==> config.mk <==
export PLATFORM = sky130hd
export DESIGN_NAME = sprite_xor_framebuffer
export DESIGN_NICKNAME = d
export VERILOG_FILES = /design/src/hdl/sxf_pkg.sv /design/src/hdl/sxf_mod_unit.sv /design/src/hdl/sxf_frame_mem.sv /design/src/hdl/sprite_xor_framebuffer.sv
export SDC_FILE = /design/constraint.sdc
export NUM_CORES = 2
export LEC_CHECK = 0
export CAP_MARGIN = 30
export CORE_MARGIN = 10
export CORE_UTILIZATION = 33
export CTS_CLUSTER_SIZE = 14
export DETAILED_ROUTE_END_ITERATION = 8
export DONT_BUFFER_PORTS = 1
export GPL_ROUTABILITY_DRIVEN = 1
export GPL_TIMING_DRIVEN = 0
export REMOVE_ABC_BUFFERS = 1
export SLEW_MARGIN = 20
export SYNTH_ARGS = -nofsm -noshare
export SYNTH_HDL_FRONTEND = slang
export SYNTH_HIERARCHICAL = 1
export SYNTH_SLANG_ARGS = --single-unit
==> constraint.sdc <==
create_clock -name clk -period 121.8 [get_ports clk]
set_clock_uncertainty 0.05 [all_clocks]
set_input_delay 18.27 -clock clk [delete_from_list [all_inputs] [get_ports clk]]
set_output_delay 18.27 -clock clk [all_outputs]
set_load 0.02 [all_outputs]
==> src/hdl/sxf_pkg.sv <==
// ---------------------------------------------------------------------------
// sxf_pkg - shared types and constants for the sprite XOR framebuffer
// Action codes, result kinds, sequencer states and default screen size.
// ---------------------------------------------------------------------------
package sxf_pkg;

  // default screen geometry
  localparam int SXF_COLUMNS = 64;
  localparam int SXF_ROWS    = 32;

  // coordinate work width: origin (8 bits) plus row offset (4 bits) needs 9
  localparam int COORD_W = 9;

  // sprite rows are one byte wide
  localparam int SPRITE_W = 8;

  // request action codes
  localparam logic [1:0] ACT_DRAW  = 2'd0;
  localparam logic [1:0] ACT_CLEAR = 2'd1;
  localparam logic [1:0] ACT_READ  = 2'd2;

  // result kind codes
  localparam logic KIND_DRAW = 1'b0;
  localparam logic KIND_READ = 1'b1;

  // sequencer states
  typedef enum logic [3:0] {
    ST_CLEAR,   // sweeping zeros through the frame store
    ST_IDLE,    // waiting for a request
    ST_ROW,     // wrapping the row coordinate
    ST_COL,     // wrapping the column coordinate
    ST_BASE,    // forming row * columns
    ST_PIX,     // test sprite bit, read pixel if set
    ST_WR,      // write toggled pixel back
    ST_RD,      // read one pixel for scan-out
    ST_RDOUT,   // present pixel read result
    ST_EMIT     // present draw collision result
  } sxf_state_t;

endpackage

==> src/hdl/sxf_mod_unit.sv <==
// ---------------------------------------------------------------------------
// sxf_mod_unit - shared compare/subtract step
// One step of the wrap reduction: tests value >= modulus, gives the difference.
// ---------------------------------------------------------------------------
module sxf_mod_unit (
  input  logic [sxf_pkg::COORD_W-1:0] value,
  input  logic [sxf_pkg::COORD_W-1:0] modulus,
  output logic                        ge,
  output logic [sxf_pkg::COORD_W-1:0] diff
);
  import sxf_pkg::*;

  assign ge   = (value >= modulus);
  assign diff = value - modulus;

endmodule

==> src/hdl/sxf_frame_mem.sv <==
// ---------------------------------------------------------------------------
// sxf_frame_mem - one-bit-per-pixel frame store
// Single port, one access per cycle, registered read data.
// ---------------------------------------------------------------------------
module sxf_frame_mem #(
  parameter int DEPTH = sxf_pkg::SXF_COLUMNS * sxf_pkg::SXF_ROWS,
  parameter int AW    = $clog2(DEPTH)
) (
  input  logic          clk,
  input  logic [AW-1:0] addr,
  input  logic          we,
  input  logic          wdata,
  input  logic          re,
  output logic          rdata
);
  import sxf_pkg::*;

  logic mem [DEPTH];

  always_ff @(posedge clk) begin
    if (we) begin
      mem[addr] <= wdata;
    end
    if (re) begin
      rdata <= mem[addr];
    end
  end

endmodule

==> src/hdl/sprite_xor_framebuffer.sv <==
// ---------------------------------------------------------------------------
// sprite_xor_framebuffer - monochrome framebuffer with sprite XOR drawing
// Draw row: wrap row and column by repeated subtract, form row * columns, then test
//   each of the eight sprite bits, toggling each set pixel; the last row emits a result.
// Read: same wrap steps and base, then one pixel read and its result. One request at a
//   time, busy for its whole run, set by the wrap steps and the one-port pixel store.
// Reset and clear: a sweep over all COLS*ROWS pixels zeroes the store, busy held.
// Results are strobed on done for one cycle; the receiver cannot stall.
// ---------------------------------------------------------------------------
module sprite_xor_framebuffer #(
  parameter int SCREEN_COLUMNS = sxf_pkg::SXF_COLUMNS,
  parameter int SCREEN_ROWS    = sxf_pkg::SXF_ROWS
) (
  input  logic       clk,
  input  logic       rst,
  // request side
  input  logic       start,
  output logic       busy,
  input  logic [1:0] action,
  input  logic [7:0] x_origin,
  input  logic [7:0] y_origin,
  input  logic [3:0] row_offset,
  input  logic [7:0] row_bits,
  input  logic       first_row,
  input  logic       last_row,
  // result side
  output logic       done,
  output logic       result_kind,
  output logic       collision,
  output logic       pixel_value
);
  import sxf_pkg::*;

  localparam int PIXELS = SCREEN_COLUMNS * SCREEN_ROWS;
  localparam int AW     = $clog2(PIXELS);
  localparam int CW     = $clog2(SCREEN_COLUMNS);
  localparam int RW     = $clog2(SCREEN_ROWS);

  localparam logic [AW-1:0]      PIX_LAST = AW'(PIXELS - 1);
  localparam logic [AW-1:0]      COLS_A   = AW'(SCREEN_COLUMNS);
  localparam logic [CW-1:0]      COL_LAST = CW'(SCREEN_COLUMNS - 1);
  localparam logic [COORD_W-1:0] COLS_M   = COORD_W'(SCREEN_COLUMNS);
  localparam logic [COORD_W-1:0] ROWS_M   = COORD_W'(SCREEN_ROWS);

  // sequencer
  sxf_state_t state, state_next;

  // latched request
  logic [1:0]          act;
  logic [7:0]          xo;
  logic [SPRITE_W-1:0] bits;
  logic                last_q;

  // working registers
  logic [COORD_W-1:0]  red;       // value under wrap reduction
  logic [RW-1:0]       row_q;     // wrapped row
  logic [CW-1:0]       col;       // wrapped column of current pixel
  logic [AW-1:0]       base;      // row * columns
  logic [2:0]          j;         // sprite bit index, 0 = leftmost
  logic                coll;      // collision seen since first row
  logic [AW-1:0]       clr_addr;  // clearing sweep pointer

  // shared unit
  logic [COORD_W-1:0]  mod_in;
  logic                mod_ge;
  logic [COORD_W-1:0]  mod_diff;

  // store port
  logic [AW-1:0]       mem_addr;
  logic                mem_we;
  logic                mem_wdata;
  logic                mem_re;
  logic                mem_rdata;

  logic                cur_bit;
  logic                j_last;
  logic [AW-1:0]       pix_addr;

  assign cur_bit  = bits[~j];             // bit 7 first
  assign j_last   = (j == 3'd7);
  assign pix_addr = base + {{(AW-CW){1'b0}}, col};

  sxf_mod_unit u_mod (
    .value   (red),
    .modulus (mod_in),
    .ge      (mod_ge),
    .diff    (mod_diff)
  );

  sxf_frame_mem #(
    .DEPTH (PIXELS),
    .AW    (AW)
  ) u_mem (
    .clk   (clk),
    .addr  (mem_addr),
    .we    (mem_we),
    .wdata (mem_wdata),
    .re    (mem_re),
    .rdata (mem_rdata)
  );

  // ---------------- next state ----------------
  always_comb begin
    state_next = state;
    case (state)
      ST_CLEAR: begin
        if (clr_addr == PIX_LAST) state_next = ST_IDLE;
      end
      ST_IDLE: begin
        if (start) begin
          case (action)
            ACT_DRAW:  state_next = ST_ROW;
            ACT_READ:  state_next = ST_ROW;
            ACT_CLEAR: state_next = ST_CLEAR;
            default:   state_next = ST_IDLE;   // unused code: dropped
          endcase
        end
      end
      ST_ROW: begin
        if (!mod_ge) state_next = ST_COL;
      end
      ST_COL: begin
        if (!mod_ge) state_next = ST_BASE;
      end
      ST_BASE: begin
        state_next = (act == ACT_READ) ? ST_RD : ST_PIX;
      end
      ST_PIX: begin
        if (cur_bit) begin
          state_next = ST_WR;
        end else if (j_last) begin
          state_next = last_q ? ST_EMIT : ST_IDLE;
        end
      end
      ST_WR: begin
        if (j_last) begin
          state_next = last_q ? ST_EMIT : ST_IDLE;
        end else begin
          state_next = ST_PIX;
        end
      end
      ST_RD:    state_next = ST_RDOUT;
      ST_RDOUT: state_next = ST_IDLE;
      ST_EMIT:  state_next = ST_IDLE;
      default:  state_next = ST_IDLE;
    endcase
  end

  // ---------------- outputs ----------------
  always_comb begin
    busy        = 1'b1;
    done        = 1'b0;
    result_kind = KIND_DRAW;
    collision   = 1'b0;
    pixel_value = 1'b0;
    mem_addr    = pix_addr;
    mem_we      = 1'b0;
    mem_wdata   = 1'b0;
    mem_re      = 1'b0;
    mod_in      = COLS_M;
    case (state)
      ST_CLEAR: begin
        mem_addr  = clr_addr;
        mem_we    = 1'b1;
        mem_wdata = 1'b0;
      end
      ST_IDLE: begin
        busy = 1'b0;
      end
      ST_ROW: begin
        mod_in = ROWS_M;
      end
      ST_PIX: begin
        mem_re = cur_bit;
      end
      ST_WR: begin
        mem_we    = 1'b1;
        mem_wdata = ~mem_rdata;   // XOR with a set sprite bit
      end
      ST_RD: begin
        mem_re = 1'b1;
      end
      ST_RDOUT: begin
        done        = 1'b1;
        result_kind = KIND_READ;
        pixel_value = mem_rdata;
      end
      ST_EMIT: begin
        done        = 1'b1;
        result_kind = KIND_DRAW;
        collision   = coll;
      end
      default: begin
        busy = 1'b1;
      end
    endcase
  end

  // ---------------- datapath ----------------
  always_ff @(posedge clk) begin
    if (rst) begin
      state    <= ST_CLEAR;
      clr_addr <= '0;
      coll     <= 1'b0;
    end else begin
      state <= state_next;
      case (state)
        ST_CLEAR: begin
          clr_addr <= clr_addr + 1'b1;
        end
        ST_IDLE: begin
          if (start) begin
            act    <= action;
            xo     <= x_origin;
            bits   <= row_bits;
            last_q <= last_row;
            // reads wrap the bare origin; draws add the row offset
            if (action == ACT_READ) begin
              red <= {1'b0, y_origin};
            end else begin
              red <= {1'b0, y_origin} + {{(COORD_W-4){1'b0}}, row_offset};
            end
            if (action == ACT_DRAW && first_row) coll <= 1'b0;
            if (action == ACT_CLEAR) clr_addr <= '0;
          end
        end
        ST_ROW: begin
          if (mod_ge) begin
            red <= mod_diff;
          end else begin
            row_q <= red[RW-1:0];
            red   <= {1'b0, xo};
          end
        end
        ST_COL: begin
          if (mod_ge) begin
            red <= mod_diff;
          end else begin
            col <= red[CW-1:0];
            j   <= 3'd0;
          end
        end
        ST_BASE: begin
          base <= {{(AW-RW){1'b0}}, row_q} * COLS_A;
        end
        ST_PIX: begin
          if (!cur_bit) begin
            col <= (col == COL_LAST) ? '0 : col + 1'b1;
            j   <= j + 1'b1;
          end
        end
        ST_WR: begin
          if (mem_rdata) coll <= 1'b1;   // lit pixel turned off
          col <= (col == COL_LAST) ? '0 : col + 1'b1;
          j   <= j + 1'b1;
        end
        default: begin
        end
      endcase
    end
  end

endmodule

### Yosys cells after proc, flatten, opt, wreduce, memory -nomap -nowiden

Memory sizes are Yosys's and may differ from the RTL's. A register that Yosys moved wholly into a read port is not among the register bits.
Index checks and enable logic that the tools add are counted.

| cells by class | value |
|---|---|
| $add $sub $neg | 6 |
| $lt $le $gt $ge | 2 |
| equality and inequality tests | 25 |
| multiplexer cells | 44 |
| bitwise operators | 4 |
| reductions and logical operators | 18 |

Operators with widths:

| kind | number |
|---|---|
| 2-to-1 mux 9 bit | 4 |
| 2-to-1 mux 11 bit | 3 |
| 2-to-1 mux 4 bit | 8 |
| one-hot mux 4 bit (8 select lines) | 1 |
| one-hot mux 9 bit (3 select lines) | 1 |
| one-hot mux 11 bit (2 select lines) | 1 |
| 2-to-1 mux 6 bit | 3 |
| one-hot mux 6 bit (3 select lines) | 1 |
| == test 4 x 3 -> 1 bit (second input constant) | 4 |
| inequality test 2 bit (second input constant) | 8 |
| 2-to-1 mux 1 bit | 13 |
| AND reduction 4 bit | 3 |
| adder 11 x 1 -> 11 bit (second input constant) | 1 |
| adder 11 x 6 -> 11 bit | 1 |
| == test 11 bit (second input constant) | 1 |
| adder 8 x 4 -> 9 bit | 1 |
| >= comparator 9 x 7 -> 1 bit | 1 |
| one-hot mux 3 bit (3 select lines) | 1 |
| AND reduction 3 bit | 3 |
| subtractor 9 x 7 -> 9 bit | 1 |
| == test 4 x 2 -> 1 bit (second input constant) | 2 |
| == test 4 bit (second input constant) | 2 |
| 2-to-1 mux 7 bit | 1 |
| adder 6 x 1 -> 6 bit (second input constant) | 1 |
| other kinds (24) | 33 |

| word-level totals | value |
|---|---|
| register bits | 63 |
| RAM bits | 2,048 |
| input port bits | 35 |
| output and inout bits | 5 |
| memories | 1 |

Memories:

| memory | words | bits a word | rd ports | clocked after memory_dff | write ports | RTL line | RTL |
|---|---|---|---|---|---|---|---|
| u_mem.mem | 2,048 | 1 | 1 | 1 | 1 | sxf_frame_mem.sv:18 | `logic mem [DEPTH];` |

### Depth between registers and ports, before layout

| depth | value |
|---|---|
| depth in word-level cells | 5 |
| mapped depth | 17 |
| gate-level depth less buffers | 13 |

### Hierarchy

Netlist, hierarchy kept.

By module, submodules not included:

| module | instances | cells each | area each (µm²) | seq. area each (µm²) |
|---|---|---|---|---|
| sxf_frame_mem | 1 | 6,693 | 87,855.5 | 61,529.0 |
| sprite_xor_framebuffer | 1 | 303 | 3,325.7 | 1,731.7 |
| sxf_mod_unit | 1 | 66 | 473.0 | 0.0 |

### Least setup slack after synthesis

No wires, ideal clock.

| timing | value |
|---|---|
| kind | register to register |
| start point | reg state[2] |
| end point | mem u_mem.mem[0] (data pin) |
| setup time | 15,302 ps |
| data arrival time | 77,078 ps |
| required time | 106,448 ps |
| slack | 29,370 ps |
| stages on the path, launching flop included | 4 |
| clock period less this slack | 92,430 ps |
| cell sequence | dfxtp_1 > clkbuf_1 > nand3b_1 > nor3_1 |

| between the ends | value |
|---|---|
| longest elaborated chain between the ends | 2 |

Ends and longest elaborated chain:

| what | RTL line | RTL |
|---|---|---|
| from (decl) | sprite_xor_framebuffer.sv:46 | `sxf_state_t state, state_next;` |
| from (signal assigned) | sprite_xor_framebuffer.sv:206 | `state <= state_next;` |
| == test 4 x 3 -> 1 bit | sprite_xor_framebuffer.sv:161 | `case (state)` |
| 2-to-1 mux 1 bit | sprite_xor_framebuffer.sv:161 |  |
| named net mem_wdata | sprite_xor_framebuffer.sv:71 | `logic mem_wdata;` |
| to (decl) | sxf_frame_mem.sv:18 |  |

The timed path passes the listed nets, and every way through them passes these cells.

### Worst setup path in the final report

| timing | value |
|---|---|
| start point | reg state[2] |
| end point | out pixel_value |

| between the ends | value |
|---|---|
| longest elaborated chain between the ends | 2 |

Ends and longest elaborated chain:

| what | RTL line | RTL |
|---|---|---|
| == test 4 bit | sprite_xor_framebuffer.sv:161 |  |
| 2-to-1 mux 1 bit | sprite_xor_framebuffer.sv:161 |  |
| to (decl) | sprite_xor_framebuffer.sv:30 | `output logic pixel_value` |

No other way between the ends.

==> run summary <==
The run finished with clean final reports. The final period utilization works out to 17.0%. The startpoint of the lowest-slack register-to-register path is state[1]. The final layout contains routed wiring with a total length of 280000 um.

The final cell count without fillers came out at 10892. sky130_fd_sc_hd__edfxtp_1 takes more of the synthesized area than any other cell. The number of placed instances, taps included, is 10436. Detailed placement ended at an HPWL of 166000 um. For the met1 track utilization from global routing, the log shows 23.5%. The root buffer cell is sky130_fd_sc_hd__clkbuf_16. For this run the aggregate overflow at the end of global routing stands at 0. The die covers 0.299 mm^2. Data on the critical path is required at its endpoint by 103.48 ns. The most numerous cell type found on the critical path is sky130_fd_sc_hd__and3_1.

The count of input and output buffers was 0; the number of max-cap violations was 0. Setup repair after global routing left no endpoint under its margin. The layout overhead on the synthesized area is 15.8%. Clock tree synthesis found a total of 2112 sinks. Power per standard cell area: 14.0 mW/mm^2. The static power due to leakage was 34.9 nW. By area the synthesized netlist is led by sky130_fd_sc_hd__edfxtp_1, sky130_fd_sc_hd__mux2i_1, sky130_fd_sc_hd__nor2_1. Most instantiated flip-flop cell in the synthesis netlist: sky130_fd_sc_hd__edfxtp_1.

The number of global-route vias before repair came out at 58074. The worst pin sits at a relative slew slack of 31.7%. Clock tree synthesis inserted a total of 212 buffers.

The number of setup violations in the final report is 0, and the number of gates given a new drive strength after cts is 0. At the pin with the least slew margin, the transition time is 1.02 ns. The DRC marker count from the first detailed-route iteration is 7356. In this run the worst setup path begins at state[2]. Along the worst path, the maximum fanout reaches 15.

TritonCTS built the clock tree. Cells with a size suffix above 1 make up 10.8% of the layout. The cell row count is 193. Hold buffer count at CTS: 0. The tools report the total of warnings raised by yosys as 6.

The number of buffers between clock root and the deepest sink is 3. Dividing the detail-routed wire length by the instance count gives 25.8 um. The worst setup path is captured at an output port. The number of setup buffers added after CTS is 0. The layout has 25845 filler cells. Post-layout instance area: 0.106 mm^2. The class of the worst hold path was flop to flop.

The tools report the data arrival time of the critical path as 2.37 ns. A synthesized cell averages 13.0 um^2. The top cell type by area accounts for 68.7% of the synthesized area. The H-tree was split into 4 levels. The register-to-register setup slack is 114.44 ns, and the clock transition time at the flip-flop clock pins of the worst setup and hold paths is 0.06 ns. In this run the critical register-to-register path is captured at u_mem/rdata. The die is 547 um wide.

The floorplan step defined a core boundary enclosing 0.276 mm^2. The run gives 0.85 ns as the later-pin clock latency in the skew report. The number of hold violations in the final report was 0. After technology mapping, the gate count stands at 7062. Among all stages on the critical path, the largest delay is contributed by sky130_fd_sc_hd__dfxtp_1. Sequential cells were found to cover 69.0% of the synthesized design area.

The detailed-route DRC error count is 0. The netlist uses 71 different library cells. In the global route stage, met2 resource usage came out at 29.7%. Total routing resource utilization after global routing: 17.9%. In this run the worst setup path terminates at pixel_value.

In the final design database the tool counted 7056 nets. The worst setup path is of the flop to output port kind. Summed over all failing endpoints, the final setup total negative slack is 0 ns. Across all hold checks on the routed design, the worst slack comes to 0.366 ns. The die boundary height was 547 um; the area of the mapped netlist was 0.0917 mm^2. VDD sags by at most 0.0000145 V. The minimum clock period was 20.69 ns; the vias per cell was 5.49. The multi-input combinational cells in the finished layout cover a total of 0.0258 mm^2. The category of the worst setup path launch point was a flop.

The number of search-and-repair iterations in the first detailed-routing pass is 6. The logs give 0 for the count of final max-slew check failures and 3.24% for the global routing usage on met3. The I/O pin count was 40. Walking the worst path, the cells encountered are inv_1, and3_1, and3_1. The total of flip-flops plus latches after synthesis was 2112; the final weighted congestion of routability-driven global placement was 0.744. The worst reg-to-reg path cell count is 14, and the initial antenna violation count is 5.

The first global-routing pass estimated 400000 um of wire. For this run, the top clock speed supported by timing is 48.3 MHz. The routed layout has 59847 vias. The detail route stage leaves a number of antenna-violating nets equal to 0. On the worst path, the slowest cell contributes a delay of 0.61 ns.

Once the floorplan was initialized, standard cells occupied 33.1% of the core. In this run the most used layer during global routing was met2. In this run, synthesis inferred 2096 flip-flops with an integrated enable. After synthesis, the share of flip-flops with an asynchronous set or reset is 0%.

Entering global routing, the biggest net connects 72 pins. After detailed placement, the total cell area comes to 0.0985 mm^2. Summing all flip-flop and latch instances after layout gives 0.0633 mm^2.
## cell families after synthesis
| logic type | after synthesis | share of synthesized area (%) |
|---|---|---|
| buffers and inverters | 683 | 3.34 |
| AO/OA/AOI/OAI | 640 | 4.49 |
| multiplexers | 1044 | 11.4 |
| AND/OR/NAND/NOR | 2549 | 11.3 |
| flip-flops | 2112 | 69.0 |
| XOR/XNOR | 14 | 0.134 |
| other | 1 | 0.00409 |
| adder cells (fa/ha/maj) | 19 | 0.276 |
## how the worst min path moves through the flow
stage                     to  slack, ns     start  cells past startpoint
floorplan           base[10]       0.35  row_q[4]                      0
global placement     base[6]       0.36  row_q[0]                      0
detailed placement   base[9]       0.36  row_q[3]                      0
CTS                  base[9]       0.37  row_q[3]                      0
global route         base[8]       0.37  row_q[2]                      0
finish               base[8]       0.37  row_q[2]                      0
## synthesized netlist by cell type (all sizes together) (12+ instances only)
cell / instances
nand2: 214
clkbuf: 384
mux2i: 1030
nor2: 2065
nor4: 131
buf: 278
nand3: 16
a211oi: 13
a21oi: 19
mux2: 12
o21ai: 16
nor3: 18
ha: 17
nand4: 18
o22ai: 513
inv: 21
a22oi: 38
edfxtp: 2096
dfxtp: 16
## critical path: cells and delay by family, from the launching register on
kind,cells,cell delay [ns]
buffers and inverters,1,0.22
AND/OR/NAND/NOR,2,0.69
flip-flops,1,0.61
## area by class of cell
type	count	area share [%]
Sequential cell	2112	59.6
Multi-Input combinational cell	4273	24.3
Clock buffer	272	5.32
Timing Repair Buffer	382	5.23
Tap cell	3705	4.37
Clock inverter	122	1.08
Inverter	21	0.0742
Antenna cell	5	0.0118
## placed cells by master, fill, tap and decap left out, drive strengths merged, types with 17 or more instances in the layout
cell type  count
clkbuf       273
edfxtp      2096
nor4         131
bufinv        19
o22ai        513
a22oi         38
buf          381
clkinv        92
nor2        2065
nand4         18
nor3          18
a21oi         19
mux2i       1030
inv           27
nand2        214
ha            17
## where the power goes
part	leakage (nW)	switching, mW	internal (mW)
combinational	10.9	0.0386	0.0202
sequential	20.7	0.000160	0.787
clock	3.33	0.279	0.367
## state kept, by name, indices dropped and copies added (netlist names), 2 cells and up
register / flops
bits: 8
state: 4
red: 9
u_mem/mem: 2048
clr_addr: 11
col: 6
j: 3
base: 5
xo: 8
act: 2
row_q: 5
## metal layers
| layer | vias to the layer above | part of all wire (%) |
|---|---|---|
| li1 | 25644 | - |
| met1 | 30624 | 39 |
| met2 | 3005 | 47 |
| met3 | 574 | 9.7 |
| met4 | 0 | 3.5 |
| met5 | - | 0 |
## per-stage QoR
| step | power (mW) | worst slack, ns | utilization, % |
|---|---|---|---|
| 4_1_cts | 1.50 | 100.75 | 38.1 |
| 3_3_place_gp | 0.918 | -20.70 | 33.8 |
| 3_5_place_dp | 0.860 | 101.68 | 35.6 |
| 6_report | 1.49 | 101.11 | 38.4 |
| 5_1_grt | 1.53 | 100.94 | 38.4 |
| 2_1_floorplan | 0.880 | 29.42 | - |
Note: power is estimated with default switching activity, not from simulation.
